### src/rtl/ufpc_pkg.sv
`timescale 1ns / 1ps
// ----------------------------------------------------------------------------
// ufpc_pkg
// Shared types, character constants and helper functions for the
// form-urlencoded percent encoder / decoder.
// ----------------------------------------------------------------------------
package ufpc_pkg;

    // request payload on the input side
    typedef struct packed {
        logic [7:0] in_byte;
        logic       in_last;
    } t_in;

    // request payload on the output side
    typedef struct packed {
        logic [7:0] out_byte;
        logic       out_last;
    } t_out;

    // one classified job: up to three output bytes
    localparam int JobBytes = 3;
    localparam int JobCntW  = $clog2(JobBytes + 1);

    typedef struct packed {
        logic [JobBytes-1:0][7:0] data;
        logic [JobCntW-1:0]       cnt;
        logic                     last;
    } t_job;

    // job queue geometry
    localparam int QDepth = 4;
    localparam int QAw    = $clog2(QDepth);
    localparam int QCw    = $clog2(QDepth + 1);

    typedef struct packed {
        logic           full;
        logic           empty;
        logic [QCw-1:0] count;
    } t_q_stat;

    // held-sequence state of the decoder
    typedef enum logic [1:0] {
        PendNone  = 2'd0,
        PendPct   = 2'd1,
        PendDigit = 2'd2
    } t_pend;

    // character codes
    localparam logic [7:0] ChPercent = 8'h25;
    localparam logic [7:0] ChPlus    = 8'h2B;
    localparam logic [7:0] ChSpace   = 8'h20;
    localparam logic [7:0] ChTilde   = 8'h7E;
    localparam logic [7:0] ChDash    = 8'h2D;
    localparam logic [7:0] ChUnder   = 8'h5F;
    localparam logic [7:0] ChDot     = 8'h2E;
    localparam logic [3:0] NibMask   = 4'hF;

    // unreserved characters pass through the encoder
    function automatic logic keeps_as_is(input logic [7:0] c);
        return (c inside {[8'h30:8'h39], [8'h41:8'h5A], [8'h61:8'h7A]}) ||
               c == ChDash || c == ChUnder || c == ChDot || c == ChTilde;
    endfunction

    function automatic logic is_hex(input logic [7:0] c);
        return c inside {[8'h30:8'h39], [8'h41:8'h46], [8'h61:8'h66]};
    endfunction

    function automatic logic [3:0] hex_val(input logic [7:0] c);
        logic [3:0] v;
        v = 4'd0;
        if (c inside {[8'h30:8'h39]}) begin
            v = c[3:0];
        end else if (c inside {[8'h41:8'h46], [8'h61:8'h66]}) begin
            v = c[3:0] + 4'd9;
        end
        return v;
    endfunction

    // uppercase hex digit of a nibble
    function automatic logic [7:0] hex_char(input logic [3:0] v);
        logic [3:0] m;
        m = v & NibMask;
        return (m < 4'd10) ? (8'h30 + {4'd0, m}) : (8'h37 + {4'd0, m});
    endfunction

endpackage

### src/rtl/ufpc_front.sv
`timescale 1ns / 1ps
// ----------------------------------------------------------------------------
// ufpc_front
// Accepts input requests, holds the mode register and the pending escape
// state, and turns each byte into a job of zero to three output bytes.
// ----------------------------------------------------------------------------
module ufpc_front import ufpc_pkg::*; (
    input  logic  i_clk,
    input  logic  i_rst_n,
    input  logic  i_in_valid,
    input  t_in   i_in,
    output logic  o_in_stall,
    input  logic  i_cfg_valid,
    output logic  o_cfg_ready,
    input  logic  i_cfg_data,
    input  logic  i_q_full,
    output logic  o_push,
    output t_job  o_job
);

    logic                     r_mode;
    t_pend                    r_pend;
    t_pend                    n_pend;
    logic [7:0]               r_digit;
    logic [7:0]               n_digit;
    logic                     accept;
    logic [7:0]               b;
    logic                     last;
    logic                     p_hold;
    logic [7:0]               p_byte;
    logic [JobBytes-1:0][7:0] v_data;
    logic [JobCntW-1:0]       v_cnt;

    assign o_cfg_ready = 1'b1;
    assign o_in_stall  = i_q_full;
    assign accept      = i_in_valid & ~i_q_full;
    assign b           = i_in.in_byte;
    assign last        = i_in.in_last;

    // plain decode of a byte with nothing held
    assign p_hold = (b == ChPercent) & ~last;
    assign p_byte = (b == ChPlus) ? ChSpace : b;

    // state register
    always_ff @(posedge i_clk) begin
        if (!i_rst_n) begin
            r_mode <= 1'b0;
            r_pend <= PendNone;
        end else if (i_cfg_valid) begin
            r_mode <= i_cfg_data;
            r_pend <= PendNone;
        end else if (accept) begin
            r_pend <= n_pend;
        end
    end

    // held digit
    always_ff @(posedge i_clk) begin
        if (accept) begin
            r_digit <= n_digit;
        end
    end

    // classify and build the job
    always_comb begin
        n_pend  = r_pend;
        n_digit = r_digit;
        v_data  = '0;
        v_cnt   = '0;
        if (!r_mode) begin
            if (keeps_as_is(b)) begin
                v_data[0] = b;
                v_cnt     = JobCntW'(1);
            end else if (b == ChSpace) begin
                v_data[0] = ChPlus;
                v_cnt     = JobCntW'(1);
            end else begin
                v_data[0] = ChPercent;
                v_data[1] = hex_char(b[7:4]);
                v_data[2] = hex_char(b[3:0]);
                v_cnt     = JobCntW'(3);
            end
        end else begin
            case (r_pend)
                PendPct: begin
                    n_pend = PendNone;
                    if (is_hex(b)) begin
                        if (last) begin
                            v_data[0] = ChPercent;
                            v_data[1] = b;
                            v_cnt     = JobCntW'(2);
                        end else begin
                            n_pend  = PendDigit;
                            n_digit = b;
                        end
                    end else begin
                        v_data[0] = ChPercent;
                        v_cnt     = JobCntW'(1);
                        if (p_hold) begin
                            n_pend = PendPct;
                        end else begin
                            v_data[1] = p_byte;
                            v_cnt     = JobCntW'(2);
                        end
                    end
                end
                PendDigit: begin
                    n_pend = PendNone;
                    if (is_hex(b)) begin
                        v_data[0] = {hex_val(r_digit), hex_val(b)};
                        v_cnt     = JobCntW'(1);
                    end else begin
                        v_data[0] = ChPercent;
                        v_data[1] = r_digit;
                        v_cnt     = JobCntW'(2);
                        if (p_hold) begin
                            n_pend = PendPct;
                        end else begin
                            v_data[2] = p_byte;
                            v_cnt     = JobCntW'(3);
                        end
                    end
                end
                default: begin
                    n_pend = PendNone;
                    if (p_hold) begin
                        n_pend = PendPct;
                    end else begin
                        v_data[0] = p_byte;
                        v_cnt     = JobCntW'(1);
                    end
                end
            endcase
        end
        // nothing stays held past the end of a string
        if (last) begin
            n_pend = PendNone;
        end
    end

    assign o_push     = accept & (v_cnt != '0);
    assign o_job.data = v_data;
    assign o_job.cnt  = v_cnt;
    assign o_job.last = last;

endmodule

### src/rtl/ufpc_queue.sv
`timescale 1ns / 1ps
// ----------------------------------------------------------------------------
// ufpc_queue
// Short first-in first-out queue of jobs between the classifying front
// and the emitting back.
// ----------------------------------------------------------------------------
module ufpc_queue import ufpc_pkg::*; (
    input  logic    i_clk,
    input  logic    i_rst_n,
    input  logic    i_push,
    input  t_job    i_job,
    input  logic    i_pop,
    output t_job    o_head,
    output t_q_stat o_stat
);

    t_job           r_mem [QDepth];
    logic [QAw-1:0] r_wr_ptr;
    logic [QAw-1:0] r_rd_ptr;
    logic [QCw-1:0] r_count;

    // pointers and fill count
    always_ff @(posedge i_clk) begin
        if (!i_rst_n) begin
            r_wr_ptr <= '0;
            r_rd_ptr <= '0;
            r_count  <= '0;
        end else begin
            if (i_push) begin
                r_wr_ptr <= r_wr_ptr + QAw'(1);
            end
            if (i_pop) begin
                r_rd_ptr <= r_rd_ptr + QAw'(1);
            end
            case ({i_push, i_pop})
                2'b10:   r_count <= r_count + QCw'(1);
                2'b01:   r_count <= r_count - QCw'(1);
                default: r_count <= r_count;
            endcase
        end
    end

    // job storage
    always_ff @(posedge i_clk) begin
        if (i_push) begin
            r_mem[r_wr_ptr] <= i_job;
        end
    end

    assign o_head       = r_mem[r_rd_ptr];
    assign o_stat.count = r_count;
    assign o_stat.full  = (r_count == QCw'(QDepth));
    assign o_stat.empty = (r_count == '0);

endmodule

### src/rtl/ufpc_back.sv
`timescale 1ns / 1ps
// ----------------------------------------------------------------------------
// ufpc_back
// Takes jobs from the queue and sends their bytes out one per cycle while
// the output is not stalled, marking the final byte of a string.
// ----------------------------------------------------------------------------
module ufpc_back import ufpc_pkg::*; (
    input  logic  i_clk,
    input  logic  i_rst_n,
    input  t_job  i_head,
    input  logic  i_q_empty,
    output logic  o_pop,
    output logic  o_out_valid,
    output t_out  o_out,
    input  logic  i_out_stall
);

    logic               r_busy;
    t_job               r_job;
    logic [JobCntW-1:0] r_idx;
    logic               out_fire;
    logic               at_end;
    logic               free;

    assign out_fire = r_busy & ~i_out_stall;
    assign at_end   = (r_idx == (r_job.cnt - JobCntW'(1)));
    assign free     = ~r_busy | (out_fire & at_end);
    assign o_pop    = free & ~i_q_empty;

    // current job and byte index
    always_ff @(posedge i_clk) begin
        if (!i_rst_n) begin
            r_busy <= 1'b0;
            r_idx  <= '0;
        end else if (o_pop) begin
            r_busy <= 1'b1;
            r_idx  <= '0;
        end else if (out_fire) begin
            if (at_end) begin
                r_busy <= 1'b0;
            end else begin
                r_idx <= r_idx + JobCntW'(1);
            end
        end
    end

    // job payload
    always_ff @(posedge i_clk) begin
        if (o_pop) begin
            r_job <= i_head;
        end
    end

    assign o_out_valid    = r_busy;
    assign o_out.out_byte = r_job.data[r_idx];
    assign o_out.out_last = r_job.last & at_end;

endmodule

### src/rtl/url_form_percent_codec_top.sv
`timescale 1ns / 1ps
// Path: an accepted byte's job is written into the job queue at the accepting edge,
// then popped into the back end's job register, which drives its output bytes.
// Throughput: one input byte per cycle while the output keeps up; the output moves
// one byte per cycle, so a run of three-byte escapes fills the four-entry job queue
// and the input then stalls whenever the queue is full.
// Reset: synchronous, active low; clears the mode, held escape state and queue.
// ----------------------------------------------------------------------------
// url_form_percent_codec_top
// Form-urlencoded percent encoder and decoder with a decoupled front
// (classify) and back (emit) joined by a short job queue.
// ----------------------------------------------------------------------------
module url_form_percent_codec_top import ufpc_pkg::*; (
    input  logic i_clk,
    input  logic i_rst_n,
    input  logic i_in_valid,
    input  t_in  i_in,
    output logic o_in_stall,
    output logic o_out_valid,
    output t_out o_out,
    input  logic i_out_stall,
    input  logic i_cfg_valid,
    output logic o_cfg_ready,
    input  logic i_cfg_data
);

    t_job    push_job;
    t_job    head_job;
    logic    push;
    logic    pop;
    t_q_stat q_stat;

    // classify
    ufpc_front u_front (
        .i_clk       (i_clk),
        .i_rst_n     (i_rst_n),
        .i_in_valid  (i_in_valid),
        .i_in        (i_in),
        .o_in_stall  (o_in_stall),
        .i_cfg_valid (i_cfg_valid),
        .o_cfg_ready (o_cfg_ready),
        .i_cfg_data  (i_cfg_data),
        .i_q_full    (q_stat.full),
        .o_push      (push),
        .o_job       (push_job)
    );

    // job queue
    ufpc_queue u_queue (
        .i_clk   (i_clk),
        .i_rst_n (i_rst_n),
        .i_push  (push),
        .i_job   (push_job),
        .i_pop   (pop),
        .o_head  (head_job),
        .o_stat  (q_stat)
    );

    // emit
    ufpc_back u_back (
        .i_clk       (i_clk),
        .i_rst_n     (i_rst_n),
        .i_head      (head_job),
        .i_q_empty   (q_stat.empty),
        .o_pop       (pop),
        .o_out_valid (o_out_valid),
        .o_out       (o_out),
        .i_out_stall (i_out_stall)
    );

    // queue never overfills
    a_q_bound: assert property (@(posedge i_clk) disable iff (!i_rst_n)
        q_stat.count <= QCw'(QDepth))
        else $error("job queue count above depth");

    // no push into a full queue
    a_no_overflow: assert property (@(posedge i_clk) disable iff (!i_rst_n)
        push |-> !q_stat.full)
        else $error("push into full job queue");

    // no pop from an empty queue
    a_no_underflow: assert property (@(posedge i_clk) disable iff (!i_rst_n)
        pop |-> !q_stat.empty)
        else $error("pop from empty job queue");

    // a job pushed into an empty idle path is popped by the back end and shows up at the output
    a_push_to_out: assert property (@(posedge i_clk) disable iff (!i_rst_n)
        (push && q_stat.empty && !o_out_valid) |-> ##2 o_out_valid)
        else $error("queued job not picked up by the back end");

endmodule
### config.mk
export PLATFORM = sky130hd
export DESIGN_NAME = url_form_percent_codec_top
export DESIGN_NICKNAME = d
export VERILOG_FILES = /design/src/rtl/ufpc_pkg.sv /design/src/rtl/ufpc_front.sv /design/src/rtl/ufpc_queue.sv /design/src/rtl/ufpc_back.sv /design/src/rtl/url_form_percent_codec_top.sv
export SDC_FILE = /design/constraint.sdc
export NUM_CORES = 1
export LEC_CHECK = 0
export BUFFER_PORTS_ARGS = -buffer_cell sky130_fd_sc_hd__buf_4
export CAP_MARGIN = 10
export CORE_UTILIZATION = 28
export DETAILED_ROUTE_END_ITERATION = 7
export PLACE_DENSITY = 0.44
export SLEW_MARGIN = 30
export SYNTH_ARGS = -nofsm -noshare
export SYNTH_HDL_FRONTEND = slang
export SYNTH_HIERARCHICAL = 1
export SYNTH_SLANG_ARGS = --single-unit
### constraint.sdc
create_clock -name i_clk -period 9.3 [get_ports i_clk]
set_input_delay 1.86 -clock i_clk [delete_from_list [all_inputs] [get_ports i_clk]]
set_output_delay 1.86 -clock i_clk [all_outputs]
set_load 0.03 [all_outputs]
==> summary.md <==
| Metric | Value |
|---|---|
| Outcome | `finished, final reports clean` |
| Max stage delay on crit path | `about 0.55 ns` |
| Post-CTS setup buffers | `0` |
| Area of the mapped netlist | `approximately 0.0076 mm^2` |
| Worst setup path class | `input port to flip-flop` |
| Initial antenna violation count | `0` |
| Static leakage | `about 2.9 nW` |
| Cell depth of the worst setup path | `15` |
| Avg WL per Cell | `between 15 and 20 um` |
| Ys async rst share | `0%` |
| Die area | `between 0.02 and 0.03 mm^2` |
| Cells after DPL | `between 800 and 900` |
| Count leader, synth | `edfxtp_1` |
| Final period util | `57.2%` |
| GPL Wtd Cong | `slightly below 0.9` |
| Initial DRT Pass Iterations | `5` |
| Setup violators final | `0` |
| Pin count of the biggest net entering global routing | `31` |
| Post-Syn Nets | `between 500 and 600` |
| Post-synth top cells | `143 x edfxtp_1, 32 x nand2_1, 27 x o21ai_0, 21 x inv_1, 20 x mux4_2` |
| Most frequent cell on the critical path | `inv_1` |
| RSZ-0062 raised after global routing | `no` |
| Slowest CP cell | `nor4_4` |
| Vias in the first global route | `between 4,000 and 5,000` |
| DRC | `0` |
| First-pass GRT wire length | `around 28,000 um` |
| Die Y | `166 um` |
| Final #Nets | `between 500 and 600` |
| Clock slew seen by the registers of the worst setup and hold paths | `~0.070 ns` |
| Htree depth | `4` |
| # hold bufs at CTS | `0` |
| Vias | `approximately 4,500` |
| Reg area | `~0.0046 mm^2` |
| Post-synth EDFFs | `approximately 140` |
| Synthesis-to-finish area growth | `14.1%` |
| GRT overflow | `0` |
| VDD IR max | `0.115 mV` |
| Clk_skew | `roughly 0.011 ns` |
| Final Hold Viols | `0` |
| Worst Setup SP | `i_in[2]` |
| TritonCTS Buffers | `17` |
| Core ar. | `between 0.02 and 0.03 mm^2` |
| CP arrival | `~5.7 ns` |
| Post-CTS Resized | `0` |
| Setup TNS | `0 ns` |
| Yosys reg bits | `between 150 and 200` |
| Initial Util | `28.8%` |
| Yosys top cell area share | `around 57%` |
| Cell family with most CP delay | `simple AND/OR/NAND/NOR gates` |
| Number of distinct library cells after synthesis | `78` |
| Flop2flop setup slack | `between 5 and 6 ns` |
| Reg2reg end | `u_queue/r_count[2]$_SDFFE_PN0P_` |
| Drt via density | `5.08` |
| Filler Cell Count | `between 2,000 and 3,000` |
| Ant. Diodes | `0` |
| Top-level I/O count | `27` |
| WP buf/inv | `4` |
| GRT Total Usage | `between 10% and 20%` |
| Reg-to-reg startpoint | `u_front/r_pend[0]$_SDFFE_PP0P_` |
| Clock root buffer | `clkbuf_16` |
| Worst Reg-to-Reg Cells | `13` |
| Max-slew violations | `0` |
| Worst EP required | `roughly 9.6 ns` |
| Synth area leaders | `edfxtp_1 57%, mux4_2 6.0%, dfxtp_1 4.0%` |
| Final WL | `roughly 18,000 um` |
| Sequential share of the synthesized area | `around 60%` |
| Yosys top cell by area | `edfxtp_1` |
| Fmax | `188 MHz` |
| Max transition margin | `between 30% and 40%` |
| Detail Placement HPWL | `between 10,000 and 15,000 um` |
| Termination of the worst setup path | `u_queue/r_count[2]$_SDFFE_PN0P_` |
| CP Launch Type | `input port` |
| Clock Latency Late Sink | `between 0.4 and 0.5 ns` |
| Layout cells sized above 1 | `18.9%` |
| Non-filler instance count after layout | `885` |
| PortBufs | `25` |
| Max-cap violations | `0` |
| DRT iter0 DRCs | `around 390` |
| Yosys warning count | `6` |
| Std cell rows | `59` |
| Multi-input logic area | `between 0.002 and 0.003 mm^2` |
| Crit path cell chain | `buf_4, inv_1, ha_1, or4b_4, a311o_1, o21a_4, nor4_4, o311a_1, inv_1, ha_1, inv_1, fa_1, xor2_1, or3_1, a21boi_0` |
| Fin crit period | `around 5.3 ns` |
| Syn Inst Count | `approximately 520` |
| HP Class | `flip-flop to flip-flop` |
| Clock sinks | `approximately 160` |
| Pwr Density | `258 mW/mm^2` |
| Critical Path End Type | `flip-flop` |
| CTS Buffer Depth | `2` |
| Post-route ant nets | `0` |
| Most used DFF post-synth | `edfxtp_1` |
| CTS tree | `built` |
| Worst Tran Pin Value | `between 0.9 and 1 ns` |
| Critical path peak fanout | `15` |
| Syn_area_per_cell | `14.6 um^2` |
| Die W | `roughly 170 um` |
-- metal layers --
layer / GRT usage (%) / up-vias / wire, um
met2: 21.2 / 107 / 8230
met3: 3.24 / 15 / 668
li1: - / 2079 / -
met4: 3.58 / 0 / 225
met5: 0 / - / 0
met1: 17.8 / 2292 / 8430
-- cells in the final DEF (no fill, tap or decap), types with 3 or more instances in the layout --
cell	n
edfxtp_1	143
nand2_1	32
buf_4	31
o21ai_0	26
inv_1	21
mux4_2	20
ha_1	19
clkbuf_16	17
mux2i_1	17
nor2_1	15
dfxtp_1	14
and2_1	13
a21oi_1	12
nor2b_1	8
a22oi_1	8
nand3_1	8
mux4_1	7
a31oi_1	6
nand4_1	6
inv_8	5
a22o_1	5
xnor2_1	5
o31ai_1	5
nor4b_1	4
nand2b_1	4
nor3_1	4
o21bai_1	4
o211ai_1	4
xor2_1	4
a32o_1	4
clkinv_4	3
or2_2	3
a21boi_0	3
and3_1	3
or3_1	3
and2_2	3
-- power breakdown --
group          total (mW)  switching (mW)  leakage (nW)  internal [mW]
combinational       0.514           0.311          1.14          0.202
clock               0.700           0.315         0.293          0.384
sequential           1.02          0.0636          1.45          0.953
total                2.23           0.690          2.88           1.54
-- kinds of logic (layout without fill, tap and decap cells) --
kind of cell	after synthesis	in the layout	share of synthesized area (%)
compound gates	106	106	10.1
flops	158	158	60.8
other cells	1	1	0.0496
fa+ha+maj	20	20	3.41
simple gates	125	125	9.84
xor+xnor	10	10	1.26
buf+inv	52	84	3.61
mux	46	46	10.9
-- cell type report --
cell class | count | area share, %
multi-input combinational | 308 | 31.3
clock buffer | 17 | 4.93
tap | 335 | 4.86
timing repair buffer | 31 | 2.70
clock inverter | 15 | 2.03
inverter | 21 | 0.913
sequential | 158 | 53.3
-- registers in the layout, indices dropped and copies added (netlist names), named ones only --
| signal | count |
|---|---|
| u_front/r_digit | 8 |
| u_queue/r_wr_ptr | 2 |
| u_back/r_idx | 2 |
| u_back/r_job | 27 |
| u_front/r_mode | 1 |
| u_queue/r_rd_ptr | 2 |
| u_queue/r_count | 3 |
| u_front/r_pend | 2 |
| u_back/o_out_valid | 1 |
| u_queue/r_mem | 108 |
-- metrics by stage --
step / power, mW / utilization, % / cell area (um^2) / hold WS (ns) / setup WS, ns
after CTS: 2.26 / 32.8 / 8630 / 0.531 / 4.01
final: 2.23 / 32.8 / 8630 / 0.522 / 3.98
after global placement: 1.54 / 30.6 / 8030 / 0.485 / 3.64
after floorplan: 1.39 / - / 7560 / 0.467 / 3.90
after detailed placement: 1.56 / 30.6 / 8030 / 0.521 / 3.56
after global routing: 2.34 / 32.8 / 8630 / 0.554 / 3.71
-- worst reg2reg max path: stages (launching register included) --
cell      delay (ns)
dfxtp_1         0.36
inv_1           0.07
ha_1            0.52
nor2b_1         0.64
nand2_1         0.19
nor4_4          0.46
o311a_1         0.40
inv_1           0.08
ha_1            0.22
inv_1           0.08
fa_1            0.17
xor2_1          0.08
or3_1           0.31
a21boi_0        0.18
-- worst min path at each step --
stage	slack, ns	depth (start not counted)	end	startpoint
global placement	0.49	2	u_queue/r_count[2]$_SDFFE_PN0P_	u_queue/r_count[2]$_SDFFE_PN0P_
finish	0.52	2	u_queue/r_count[2]$_SDFFE_PN0P_	u_queue/r_count[2]$_SDFFE_PN0P_
global route	0.55	2	u_front/r_pend[0]$_SDFFE_PP0P_	u_front/r_pend[0]$_SDFFE_PP0P_
floorplan	0.47	2	u_front/r_pend[0]$_SDFFE_PP0P_	u_front/r_pend[0]$_SDFFE_PP0P_
detailed placement	0.52	2	u_queue/r_count[2]$_SDFFE_PN0P_	u_queue/r_count[2]$_SDFFE_PN0P_
CTS	0.53	2	u_queue/r_count[2]$_SDFFE_PN0P_	u_queue/r_count[2]$_SDFFE_PN0P_
Note: power is estimated with default switching activity, not from simulation.
